<file path="src/rtl/pwmc_pkg.sv">
// Shared types and constants for the power window motor controller.
`default_nettype none

package pwmc_pkg;

  localparam int CFG_W          = 16;
  localparam int TIMER_BITS_DEF = 16;
  localparam int PADDR_W        = 3;
  localparam int PDATA_W        = 32;

  localparam logic [CFG_W-1:0] HOLD_TICKS_RST      = 16'd2000;
  localparam logic [CFG_W-1:0] INDICATOR_TICKS_RST = 16'd250;

  localparam logic REG_HOLD_TICKS      = 1'b0;
  localparam logic REG_INDICATOR_TICKS = 1'b1;

  localparam logic [2:0] MODE_IDLE     = 3'd0;
  localparam logic [2:0] MODE_QUAL     = 3'd1;
  localparam logic [2:0] MODE_MANUAL   = 3'd2;
  localparam logic [2:0] MODE_ONETOUCH = 3'd3;
  localparam logic [2:0] MODE_HOLD     = 3'd4;

  typedef struct packed {
    logic passenger_open_btn;
    logic passenger_close_btn;
    logic driver_open_btn;
    logic driver_close_btn;
    logic open_limit;
    logic close_limit;
    logic jam_detect;
    logic passenger_unlock;
    logic passenger_lock;
  } item_t;

  typedef struct packed {
    logic       motor_open;
    logic       motor_close;
    logic       limit_indicator;
    logic       passenger_enabled;
    logic [2:0] mode;
  } result_t;

endpackage

`default_nettype wire

</file>
<file path="src/rtl/pwmc_core.sv">
// Window control state and the per-tick next-state logic.
`default_nettype none

module pwmc_core #(
  parameter int TIMER_BITS = pwmc_pkg::TIMER_BITS_DEF
) (
  input  logic                           clk,
  input  logic                           rst_n,
  input  logic                           step,
  input  pwmc_pkg::item_t                item,
  input  logic [pwmc_pkg::CFG_W-1:0]     hold_ticks,
  input  logic [pwmc_pkg::CFG_W-1:0]     indicator_ticks,
  output pwmc_pkg::result_t              result
);
  import pwmc_pkg::*;

  localparam int CMP_W = (TIMER_BITS > CFG_W) ? TIMER_BITS : CFG_W;

  logic [2:0]            mode_r, mode_nxt;
  logic                  dir_r, dir_nxt;
  logic                  owner_r, owner_nxt;
  logic [TIMER_BITS-1:0] timer_r, timer_nxt;
  logic                  pen_r, pen_nxt;
  logic                  jam_r, jam_nxt;
  logic [3:0]            prev_r;

  logic [3:0]            lv;
  logic [3:0]            edges;
  logic [TIMER_BITS-1:0] timer_inc;
  logic                  hold_done;
  logic                  ind_done;
  logic                  held;
  logic                  lim;
  logic                  drv_pick;
  logic [1:0]            drv_idx;
  logic                  any_pick;
  logic [1:0]            any_idx;
  logic                  start;
  logic [1:0]            start_idx;
  logic                  run;
  logic                  running;

  always_comb begin
    lv        = {item.driver_close_btn, item.driver_open_btn,
                 item.passenger_close_btn, item.passenger_open_btn};
    edges     = lv & ~prev_r;
    timer_inc = (&timer_r) ? timer_r : TIMER_BITS'(timer_r + 1'b1);
    hold_done = CMP_W'(timer_inc) >= CMP_W'(hold_ticks);
    ind_done  = CMP_W'(timer_inc) >= CMP_W'(indicator_ticks);
    held      = lv[{owner_r, dir_r}];
    lim       = dir_r ? item.close_limit : item.open_limit;
    drv_pick  = edges[2] | edges[3];
    drv_idx   = edges[2] ? 2'd2 : 2'd3;

    mode_nxt  = mode_r;
    dir_nxt   = dir_r;
    owner_nxt = owner_r;
    timer_nxt = timer_r;
    pen_nxt   = pen_r;
    jam_nxt   = jam_r;
    start     = 1'b0;
    start_idx = drv_idx;
    run       = 1'b0;

    // lock wins over unlock and drops passenger-owned motion at once
    if (item.passenger_lock) begin
      pen_nxt = 1'b0;
      if (!owner_r && (mode_r == MODE_QUAL || mode_r == MODE_MANUAL ||
                       mode_r == MODE_ONETOUCH)) begin
        mode_nxt = MODE_IDLE;
      end
    end else if (item.passenger_unlock) begin
      pen_nxt = 1'b1;
    end
    if (item.jam_detect) begin
      jam_nxt = 1'b1;
    end

    any_pick = drv_pick || (pen_nxt && (edges[0] | edges[1]));
    any_idx  = drv_pick ? drv_idx : (edges[0] ? 2'd0 : 2'd1);

    unique case (mode_nxt)
      MODE_IDLE: begin
        if (any_pick) begin
          start     = 1'b1;
          start_idx = any_idx;
        end
      end
      MODE_ONETOUCH: begin
        if (any_pick) begin
          start     = 1'b1;
          start_idx = any_idx;
        end else begin
          run = 1'b1;
        end
      end
      MODE_QUAL: begin
        if (!owner_r && drv_pick) begin
          start = 1'b1;
        end else begin
          timer_nxt = timer_inc;
          if (hold_done) begin
            if (lim) begin
              mode_nxt = MODE_IDLE;
            end else begin
              mode_nxt = held ? MODE_MANUAL : MODE_ONETOUCH;
              run      = 1'b1;
            end
          end
        end
      end
      MODE_MANUAL: begin
        if (!owner_r && drv_pick) begin
          start = 1'b1;
        end else begin
          run = 1'b1;
        end
      end
      MODE_HOLD: begin
        timer_nxt = timer_inc;
        if (ind_done) begin
          mode_nxt = MODE_IDLE;
        end
      end
      default: begin
        mode_nxt = MODE_IDLE;
      end
    endcase

    if (start) begin
      owner_nxt = start_idx[1];
      dir_nxt   = start_idx[0];
      mode_nxt  = MODE_QUAL;
      timer_nxt = '0;
    end

    if (run) begin
      priority if (!owner_r && !pen_nxt) begin
        mode_nxt = MODE_IDLE;
      end else if (mode_nxt == MODE_MANUAL && !held) begin
        mode_nxt = MODE_IDLE;
      end else if (lim) begin
        mode_nxt  = MODE_HOLD;
        timer_nxt = '0;
      end else if (mode_nxt == MODE_ONETOUCH && dir_r && jam_nxt) begin
        jam_nxt  = 1'b0;
        mode_nxt = MODE_IDLE;
      end else if (owner_r) begin
        pen_nxt = 1'b0;
      end
    end

    running                  = (mode_nxt == MODE_MANUAL) || (mode_nxt == MODE_ONETOUCH);
    result.motor_open        = running && !dir_nxt;
    result.motor_close       = running && dir_nxt;
    result.limit_indicator   = mode_nxt == MODE_HOLD;
    result.passenger_enabled = pen_nxt;
    result.mode              = mode_nxt;
  end

  always_ff @(posedge clk) begin
    if (!rst_n) begin
      mode_r  <= MODE_IDLE;
      dir_r   <= 1'b0;
      owner_r <= 1'b0;
      timer_r <= '0;
      pen_r   <= 1'b0;
      jam_r   <= 1'b0;
      prev_r  <= '0;
    end else if (step) begin
      mode_r  <= mode_nxt;
      dir_r   <= dir_nxt;
      owner_r <= owner_nxt;
      timer_r <= timer_nxt;
      pen_r   <= pen_nxt;
      jam_r   <= jam_nxt;
      prev_r  <= lv;
    end
  end

  a_lock_disables: assert property (@(posedge clk) disable iff (!rst_n)
    step && item.passenger_lock |=> !pen_r)
    else $error("lock did not disable passenger buttons");

  a_driver_run_locks_out: assert property (@(posedge clk) disable iff (!rst_n)
    step && (result.motor_open || result.motor_close) && owner_nxt
      |-> !result.passenger_enabled)
    else $error("passenger enabled during driver motion");

  a_hold_exit: assert property (@(posedge clk) disable iff (!rst_n)
    mode_r == MODE_HOLD |=> mode_r == MODE_HOLD || mode_r == MODE_IDLE)
    else $error("limit hold left to a mode other than idle");

  a_one_direction: assert property (@(posedge clk) disable iff (!rst_n)
    step && mode_r == MODE_IDLE |=> mode_r != MODE_MANUAL && mode_r != MODE_ONETOUCH)
    else $error("motion started without qualifying");

endmodule

`default_nettype wire

</file>
<file path="src/rtl/power_window_motor_controller.sv">
// Power window motor controller top level: register port, input and result registers.
//
// Usage: one input beat per tick carries the button levels, limit switches, jam pulse
// and passenger lock/unlock pulses. Each input beat yields exactly one result beat with
// the motor drive, limit indicator, passenger enable and mode after that tick.
// Both channels are valid/ready. An accepted beat waits in the input register, is evaluated
// by the combinational state logic and lands in the result register: out_valid rises as the
// beat is written there, and a new beat is taken every cycle while out_ready stays high.
// When the receiver holds out_ready low the result register keeps its beat; the input
// register may still fill, then in_ready drops until the result moves on.
// The APB port holds hold_ticks at byte address 0 and indicator_ticks at 4; write them
// only while no beat is in flight. pready is tied high, no wait states.
// Reset (rst_n low, synchronous) empties both registers, sets the mode to idle, the
// passenger buttons to disabled, and the timing registers to 2000 and 250 ticks.
`default_nettype none

module power_window_motor_controller #(
  parameter int TIMER_BITS = pwmc_pkg::TIMER_BITS_DEF
) (
  input  logic                           clk,
  input  logic                           rst_n,
  input  logic                           in_valid,
  output logic                           in_ready,
  input  logic                           in_passenger_open_btn,
  input  logic                           in_passenger_close_btn,
  input  logic                           in_driver_open_btn,
  input  logic                           in_driver_close_btn,
  input  logic                           in_open_limit,
  input  logic                           in_close_limit,
  input  logic                           in_jam_detect,
  input  logic                           in_passenger_unlock,
  input  logic                           in_passenger_lock,
  output logic                           out_valid,
  input  logic                           out_ready,
  output logic                           out_motor_open,
  output logic                           out_motor_close,
  output logic                           out_limit_indicator,
  output logic                           out_passenger_enabled,
  output logic [2:0]                     out_mode,
  input  logic                           psel,
  input  logic                           penable,
  input  logic                           pwrite,
  input  logic [pwmc_pkg::PADDR_W-1:0]   paddr,
  input  logic [pwmc_pkg::PDATA_W-1:0]   pwdata,
  output logic [pwmc_pkg::PDATA_W-1:0]   prdata,
  output logic                           pready
);
  import pwmc_pkg::*;

  logic [CFG_W-1:0] hold_ticks_r;
  logic [CFG_W-1:0] indicator_ticks_r;
  logic             s1_valid_r;
  item_t            s1_item_r;
  logic             out_valid_r;
  result_t          out_res_r;
  result_t          step_res;
  logic             advance;
  logic             cfg_wr;

  assign pready   = 1'b1;
  assign cfg_wr   = psel && penable && pwrite;
  assign advance  = s1_valid_r && (!out_valid_r || out_ready);
  assign in_ready = !s1_valid_r || advance;

  always_comb begin
    unique case (paddr[2])
      REG_HOLD_TICKS:      prdata = {{(PDATA_W-CFG_W){1'b0}}, hold_ticks_r};
      REG_INDICATOR_TICKS: prdata = {{(PDATA_W-CFG_W){1'b0}}, indicator_ticks_r};
      default:             prdata = '0;
    endcase
  end

  always_ff @(posedge clk) begin
    if (!rst_n) begin
      hold_ticks_r      <= HOLD_TICKS_RST;
      indicator_ticks_r <= INDICATOR_TICKS_RST;
    end else if (cfg_wr) begin
      if (paddr[2] == REG_HOLD_TICKS) begin
        hold_ticks_r <= pwdata[CFG_W-1:0];
      end else begin
        indicator_ticks_r <= pwdata[CFG_W-1:0];
      end
    end
  end

  always_ff @(posedge clk) begin
    if (!rst_n) begin
      s1_valid_r  <= 1'b0;
      out_valid_r <= 1'b0;
    end else begin
      if (in_valid && in_ready) begin
        s1_valid_r <= 1'b1;
      end else if (advance) begin
        s1_valid_r <= 1'b0;
      end
      if (advance) begin
        out_valid_r <= 1'b1;
      end else if (out_ready) begin
        out_valid_r <= 1'b0;
      end
    end
  end

  always_ff @(posedge clk) begin
    if (in_valid && in_ready) begin
      s1_item_r.passenger_open_btn  <= in_passenger_open_btn;
      s1_item_r.passenger_close_btn <= in_passenger_close_btn;
      s1_item_r.driver_open_btn     <= in_driver_open_btn;
      s1_item_r.driver_close_btn    <= in_driver_close_btn;
      s1_item_r.open_limit          <= in_open_limit;
      s1_item_r.close_limit         <= in_close_limit;
      s1_item_r.jam_detect          <= in_jam_detect;
      s1_item_r.passenger_unlock    <= in_passenger_unlock;
      s1_item_r.passenger_lock      <= in_passenger_lock;
    end
    if (advance) begin
      out_res_r <= step_res;
    end
  end

  pwmc_core #(
    .TIMER_BITS(TIMER_BITS)
  ) u_core (
    .clk            (clk),
    .rst_n          (rst_n),
    .step           (advance),
    .item           (s1_item_r),
    .hold_ticks     (hold_ticks_r),
    .indicator_ticks(indicator_ticks_r),
    .result         (step_res)
  );

  assign out_valid             = out_valid_r;
  assign out_motor_open        = out_res_r.motor_open;
  assign out_motor_close       = out_res_r.motor_close;
  assign out_limit_indicator   = out_res_r.limit_indicator;
  assign out_passenger_enabled = out_res_r.passenger_enabled;
  assign out_mode              = out_res_r.mode;

endmodule

`default_nettype wire
</file>
<file path="config.mk">
export PLATFORM = sky130hd
export DESIGN_NAME = power_window_motor_controller
export DESIGN_NICKNAME = d
export VERILOG_FILES = /design/src/rtl/pwmc_pkg.sv /design/src/rtl/pwmc_core.sv /design/src/rtl/power_window_motor_controller.sv
export SDC_FILE = /design/constraint.sdc
export NUM_CORES = 1
export LEC_CHECK = 0
export ABC_CLOCK_PERIOD_IN_PS = 4940
export BUFFER_PORTS_ARGS = -buffer_cell sky130_fd_sc_hd__buf_2
export CORE_MARGIN = 4
export CORE_UTILIZATION = 45
export DETAILED_ROUTE_END_ITERATION = 7
export PLACE_DENSITY = 0.67
export SLEW_MARGIN = 20
export SYNTH_ARGS = -nofsm -noshare
export SYNTH_HDL_FRONTEND = slang
export SYNTH_SLANG_ARGS = --single-unit
</file>
<file path="constraint.sdc">
create_clock -name clk -period 4.94 [get_ports clk]
set_input_delay 0.247 -clock clk [delete_from_list [all_inputs] [get_ports clk]]
set_output_delay 0.247 -clock clk [all_outputs]
set_load 0.02 [all_outputs]
</file>
==> results of run 1 <==
[routing by layer]
metal / routed length [um] / global-route usage (%)
met5: 0 / 0
met4: 163 / 6.16
met3: 556 / 3.98
met2: 4880 / 27.9
met1: 4910 / 22.9
[registers in the layout (all words and copies together) (netlist names)]
register,flops
out_passenger_enabled,1
out_motor_close,1
u_core.pen_r,1
out_limit_indicator,1
hold_ticks_r,16
out_motor_open,1
u_core.owner_r,1
s1_valid_r,1
s1_item_r,9
u_core.prev_r,4
u_core.dir_r,1
u_core.jam_r,1
u_core.mode_r,3
out_valid,1
out_mode,3
u_core.timer_r,16
indicator_ticks_r,16
[layout make-up]
type,count,area (um^2)
Tap cell,136,170
Timing Repair Buffer,60,308
Sequential cell,77,1700
Multi-Input combinational cell,424,2680
Clock inverter,7,97.6
Clock buffer,9,124
Inverter,41,154
Fill cell,1024,5040
[cells in the mapped netlist, types with 3 or more instances]
library cell  number
nand4_1           10
and3_1             3
a21oi_1           20
o21ai_0           32
o21ai_1            4
nor2_1            25
nand2_1          116
xor2_1             8
ha_1              33
clkbuf_1          16
xnor2_1            4
nor3_1             6
and2_1             4
buf_4             17
mux2_2             5
o21ba_2            3
dfxtp_1           61
nor3b_1            4
a21o_1             4
inv_1             41
o211ai_1          15
mux2i_1            5
nand2b_1           5
o2bb2ai_1          3
edfxtp_1          16
a41oi_1            3
a21boi_0          25
nand3_1           15
nor2b_1           11
o21a_1             4
[through the flow]
| step | worst slack [ns] | util [%] | power [mW] |
|---|---|---|---|
| after floorplan | 1.36 | - | 0.817 |
| after global placement | 0.800 | 48.8 | 0.850 |
| after detailed placement | 0.725 | 48.8 | 0.854 |
| after CTS | 0.699 | 50.9 | 1.39 |
| after global routing | 0.233 | 50.9 | 1.44 |
| final | 0.617 | 50.9 | 1.38 |
[cells by family after synthesis]
kind of cell | Yosys count | synth area share (%)
other | 2 | 0.158
xor gates and xnor gates | 12 | 2.21
buffers and inverters | 81 | 8.86
and+or+nand+nor | 217 | 22.0
DFF | 77 | 35.8
AOI/OAI and AO/OA | 134 | 19.5
muxes | 11 | 2.71
adders and majority gates | 33 | 8.70
[where the power goes]
part | switching (mW) | internal [mW] | total (mW)
Sequential | 0.0124 | 0.662 | 0.674
Combinational | 0.108 | 0.0568 | 0.165
Clock | 0.252 | 0.287 | 0.539
[path summary, 6_finish.rpt]
check	start	end	slack, ns	cells after the start
worst max-delay path	u_core.timer_r[0]$_SDFFE_PN0P_	out_motor_close$_DFFE_PP_	0.62	12
worst min-delay path	in_passenger_open_btn	s1_item_r[8]$_DFFE_PP_	0.05	1
worst max register to register	u_core.timer_r[0]$_SDFFE_PN0P_	out_motor_close$_DFFE_PP_	0.62	12
worst min register to register	u_core.prev_r[2]$_SDFFE_PN0P_	u_core.prev_r[2]$_SDFFE_PN0P_	0.46	2
==> flow_metrics.tcl, run 1 <==
set metrics [dict create \
    crit_fanout 7 \
    critical_path.max_stage_delay_ns 0.74 \
    place_congestion 0.895 \
    clk_pin_slew_ns 0.08 \
    drive_above_1_share_pct 16.2 \
    clock_sinks 77 \
    final_common_cell "nand2_1" \
    core_um2 10300 \
    crit_path_end_kind "flip-flop" \
    yosys-top-cells-area "dfxtp_1 (26%), edfxtp_1 (10%), nand2_1 (9.2%), ha_1 (8.7%), a21boi_0 (4.0%)" \
    crit_required_ns 5.05 \
    nNetsFinal 697 \
    status "complete, no violations" \
    ant_nets 0 \
    diodes 0 \
    fin_skew_ns 0.00672 \
    finalSetupViolCount 0 \
    grt_max_degree 52 \
    grt_antenna_before_repair 0 \
    finalHoldViolations 0 \
    hold_path_class "primary input to flip-flop" \
    pin_count 93 \
    max_clock_freq_mhz 231 \
    crit_path_frequent_cell "ha_1" \
    cts_root_buf "clkbuf_8" \
    drt_iter0_drc 304 \
    critPathKind "flip-flop to flip-flop" \
    grt_pass1_vias 3666 \
    drt-total-wl_um 10500 \
    cts_resized 0 \
    ir_drop_mv 0.183 \
    grt_pass1_wl_um 17500 \
    cp.arrival_ns 4.43 \
    synth_area_um2 4750 \
    cellLeakagePower_nw 2.22 \
    placed_cell_area_um2 5010 \
    grt_use_total_pct 17.3 \
    layout_common_cells "nand2_1 (116), dfxtp_1 (61), buf_2 (57)" \
    maxSlewHeadroom_pct 43.5 \
    crit_buf_inv 0 \
    drc 0 \
    whs_ns 0.0546 \
    synth_seq_cells 77 \
    initial_utilization_pct 46.2 \
    row_count 37 \
    yosysWarnings 0 \
    tightestPinTransition_ns 0.848 \
    num_vias 3980 \
    die-height_um 111 \
    htree_levels 3 \
    stdcell_area_um2 5240 \
    dp_hpwl_um 7860 \
    synth_top_area_share_pct 25.7 \
    finalCritPeriodShare_pct 87.5 \
    dp.cells 738 \
    period_needed_ns 4.32 \
    die_x_um 111 \
    dr.pass1.iters 5 \
    cpLargestDelayFamily "simple AND/OR/NAND/NOR gates" \
    fin_cells 754 \
    ys.flop_type "dfxtp_1" \
    routedWlPerCell_um 13.9 \
    synth_top_area_cell "dfxtp_1" \
    synth-edff-count 16 \
    overflow 0 \
    critPathLaunchType "flip-flop" \
    area_delta_synth_final_pct 10.3 \
    syn_avg_cell_area_um2 8.37 \
    worstPathCellList "ha_1 -> nand2_1 -> or4_1 -> xnor2_1 -> ha_1 -> nand2b_1 -> a2111oi_0 -> a2111oi_1 -> nor3_1 -> a21oi_1 -> o2111ai_1 -> nor2b_1" \
    rsz0062_at_grt "no" \
    io_buffers 57 \
    syn_inst 567 \
    drv_cap 0 \
    cts_hold_buf 0 \
    clockBufferDepth 2 \
    cellPowerDensity_nw_per_um2 263 \
    die-area_um2 12300 \
    cp_slowest_cell "or4_1" \
    vias_per_cell 5.28 \
    yosys.cell_types.count 68 \
    post_cts_buffers 0 \
    cts_buffers 9 \
    finalMaxSlewViolations 0 \
    async_flop_share_pct 0 \
    cts_tree "built" \
    clock_latency_ns 0.36 \
    tns_ns 0 \
    ys_seq_area_share_pct 35.8 \
]
No activity file was read; power rests on OpenSTA's default activity.
==> inputs of run 2 (changes only) <==
- CORE_ASPECT_RATIO: not set -> 1.75
- SLEW_MARGIN: 20 -> 10
==> flow_metrics.tcl, run 2 (synthesis results as in run 1) <==
set metrics [dict create \
    r2r_end "out_passenger_enabled$_DFFE_PP_" \
    cts_resized 0 \
    cts_tree "built" \
    stdcell_area_um2 5320 \
    largestRegisters "hold_ticks_r x16, indicator_ticks_r x16, u_core.timer_r x16" \
    drv_cap 0 \
    layout_common_cells "nand2_1 (116), dfxtp_1 (61), buf_2 (57)" \
    hold_path_class "primary input to flip-flop" \
    grt_pass1_vias 4092 \
    dp_hpwl_um 8900 \
    num_vias 4052 \
    drive_above_1_share_pct 15.8 \
    vias_per_cell 5.43 \
    dr.pass1.iters 5 \
    grt_max_degree 50 \
    cts_hold_buf 0 \
    crit_end "out_passenger_enabled$_DFFE_PP_" \
    rsz0062_at_grt "no" \
    grt_antenna_before_repair 0 \
    htree_levels 3 \
    cp.arrival_ns 4.36 \
    cts_root_buf "clkbuf_16" \
    ant_nets 0 \
    cellPowerDensity_nw_per_um2 290 \
    pin_count 93 \
    tns_ns 0 \
    die_x_um 85.6 \
    die-height_um 144 \
    overflow 0 \
    diodes 0 \
    dp_worst_setup_slack_ns 0.718 \
    net-switching-power_mw 0.380 \
    place_congestion 0.946 \
    period_needed_ns 4.27 \
    ff2ff_path_depth 15 \
    power.internal_mw 1.16 \
    crit_fanout 6 \
    critPathLaunchType "flip-flop" \
    core_um2 10300 \
    rr_startpoint "u_core.timer_r[3]$_SDFFE_PN0P_" \
    crit_required_ns 5.03 \
    status "complete, no violations" \
    crit_start "u_core.timer_r[3]$_SDFFE_PN0P_" \
    met3_usage_pct 2.98 \
    post_cts_buffers 0 \
    whs_ns 0.0781 \
    grt_pass1_wl_um 18800 \
    grtUsageMet1_pct 19.3 \
    clock_sinks 77 \
    finalHoldViolations 0 \
    row_count 49 \
    finalMaxSlewViolations 0 \
    clockBufferDepth 2 \
    fin_ws_ns 0.670 \
    cts_buffers 9 \
    drt-total-wl_um 11400 \
    grt_util_met2_pct 36.5 \
    critPathKind "flip-flop to flip-flop" \
    nNetsFinal 698 \
    final_common_cell "nand2_1" \
    busiest_layer "met2" \
    power_frac_clock_pct 45.3 \
    final_util_pct 51.7 \
    initial_utilization_pct 46.1 \
    ir_drop_mv 0.203 \
    die-area_um2 12300 \
    clock_latency_ns 0.34 \
    max_clock_freq_mhz 234 \
    area_delta_synth_final_pct 12.1 \
    holdPathStages 1 \
    fin_skew_ns 0.00720 \
    p_sw_share_pct 24.6 \
    ff2ff_setup_slack_ns 0.67 \
    clk_pin_slew_ns 0.06 \
    comb_power_share_pct 10.9 \
    routedWlPerCell_um 15.3 \
    drc 0 \
    finalSetupViolCount 0 \
    tightestPinTransition_ns 0.786 \
    maxSlewHeadroom_pct 47.6 \
    io_buffers 57 \
    crit_path_end_kind "flip-flop" \
    fillerInstances 994 \
    placed_cell_area_um2 5010 \
    finalCritPeriodShare_pct 86.4 \
    cellLeakagePower_nw 2.27 \
    drt_iter0_drc 218 \
    grt_use_total_pct 19.3 \
    pwr-share-seq_pct 43.8 \
]
-- run 2: cell types whose count changed in the layout (fill, tap and decap cells not counted) --
cell        delta
clkinv_4       +1
clkbuf_1       +3
clkbuf_16      +9
clkinvlp_4     -2
buf_4          +1
inv_6          -2
clkbuf_8       -9
-- run 2: cell type report --
class	instances	area, um^2	share of cell area, %
Tap cell	127	159	2.99
Sequential cell	77	1700	32.0
Clock inverter	4	73.8	1.39
Inverter	41	154	2.89
Multi-Input combinational cell	424	2680	50.4
Timing Repair Buffer	61	315	5.93
Clock buffer	12	236	4.44
-- run 2: per-stage QoR --
stage	total power [mW]	cells
3_5_place_dp	0.858	730
3_3_place_gp	0.854	730
5_1_grt	1.60	746
6_report	1.54	746
2_1_floorplan	0.817	582
4_1_cts	1.56	746
-- run 2: power by group through the flow --
stage	registers, mW	logic, mW	clock network (mW)
3_3_place_gp	0.688	0.165	0
5_1_grt	0.678	0.187	0.738
4_1_cts	0.676	0.169	0.714
6_report	0.676	0.168	0.699
2_1_floorplan	0.690	0.128	0
3_5_place_dp	0.689	0.169	0
-- run 2: critical path, stage by stage (launching register included) --
cell and delay (ns):
dfxtp_1 0.45, and4_4 0.31, and4_2 0.27, nand4_1 0.16, nor2_1 0.19, and3_1 0.20
mux2i_1 0.26, inv_1 0.10, ha_1 0.32, nand4_1 0.15, or2_0 0.27, a2111oi_1 0.38
nor3_1 0.16, a21oi_1 0.38, o2111ai_1 0.21, and2_1 0.22
-- run 2: worst min path at each step --
stage,startpoint,endpoint,slack [ns]
5_1_grt,in_driver_open_btn,s1_item_r[6]$_DFFE_PP_,0.07
3_5_place_dp,in_passenger_close_btn,s1_item_r[7]$_DFFE_PP_,0.43
4_1_cts,in_passenger_close_btn,s1_item_r[7]$_DFFE_PP_,0.07
6_report,in_passenger_close_btn,s1_item_r[7]$_DFFE_PP_,0.08
3_3_place_gp,in_passenger_lock,s1_item_r[0]$_DFFE_PP_,0.42
2_1_floorplan,in_passenger_lock,s1_item_r[0]$_DFFE_PP_,0.35
-- run 2: routing by layer --
metal	wire, um	vias up
li1	-	2029
met1	4100	1898
met2	6370	93
met3	416	32
met4	494	0
met5	0	-
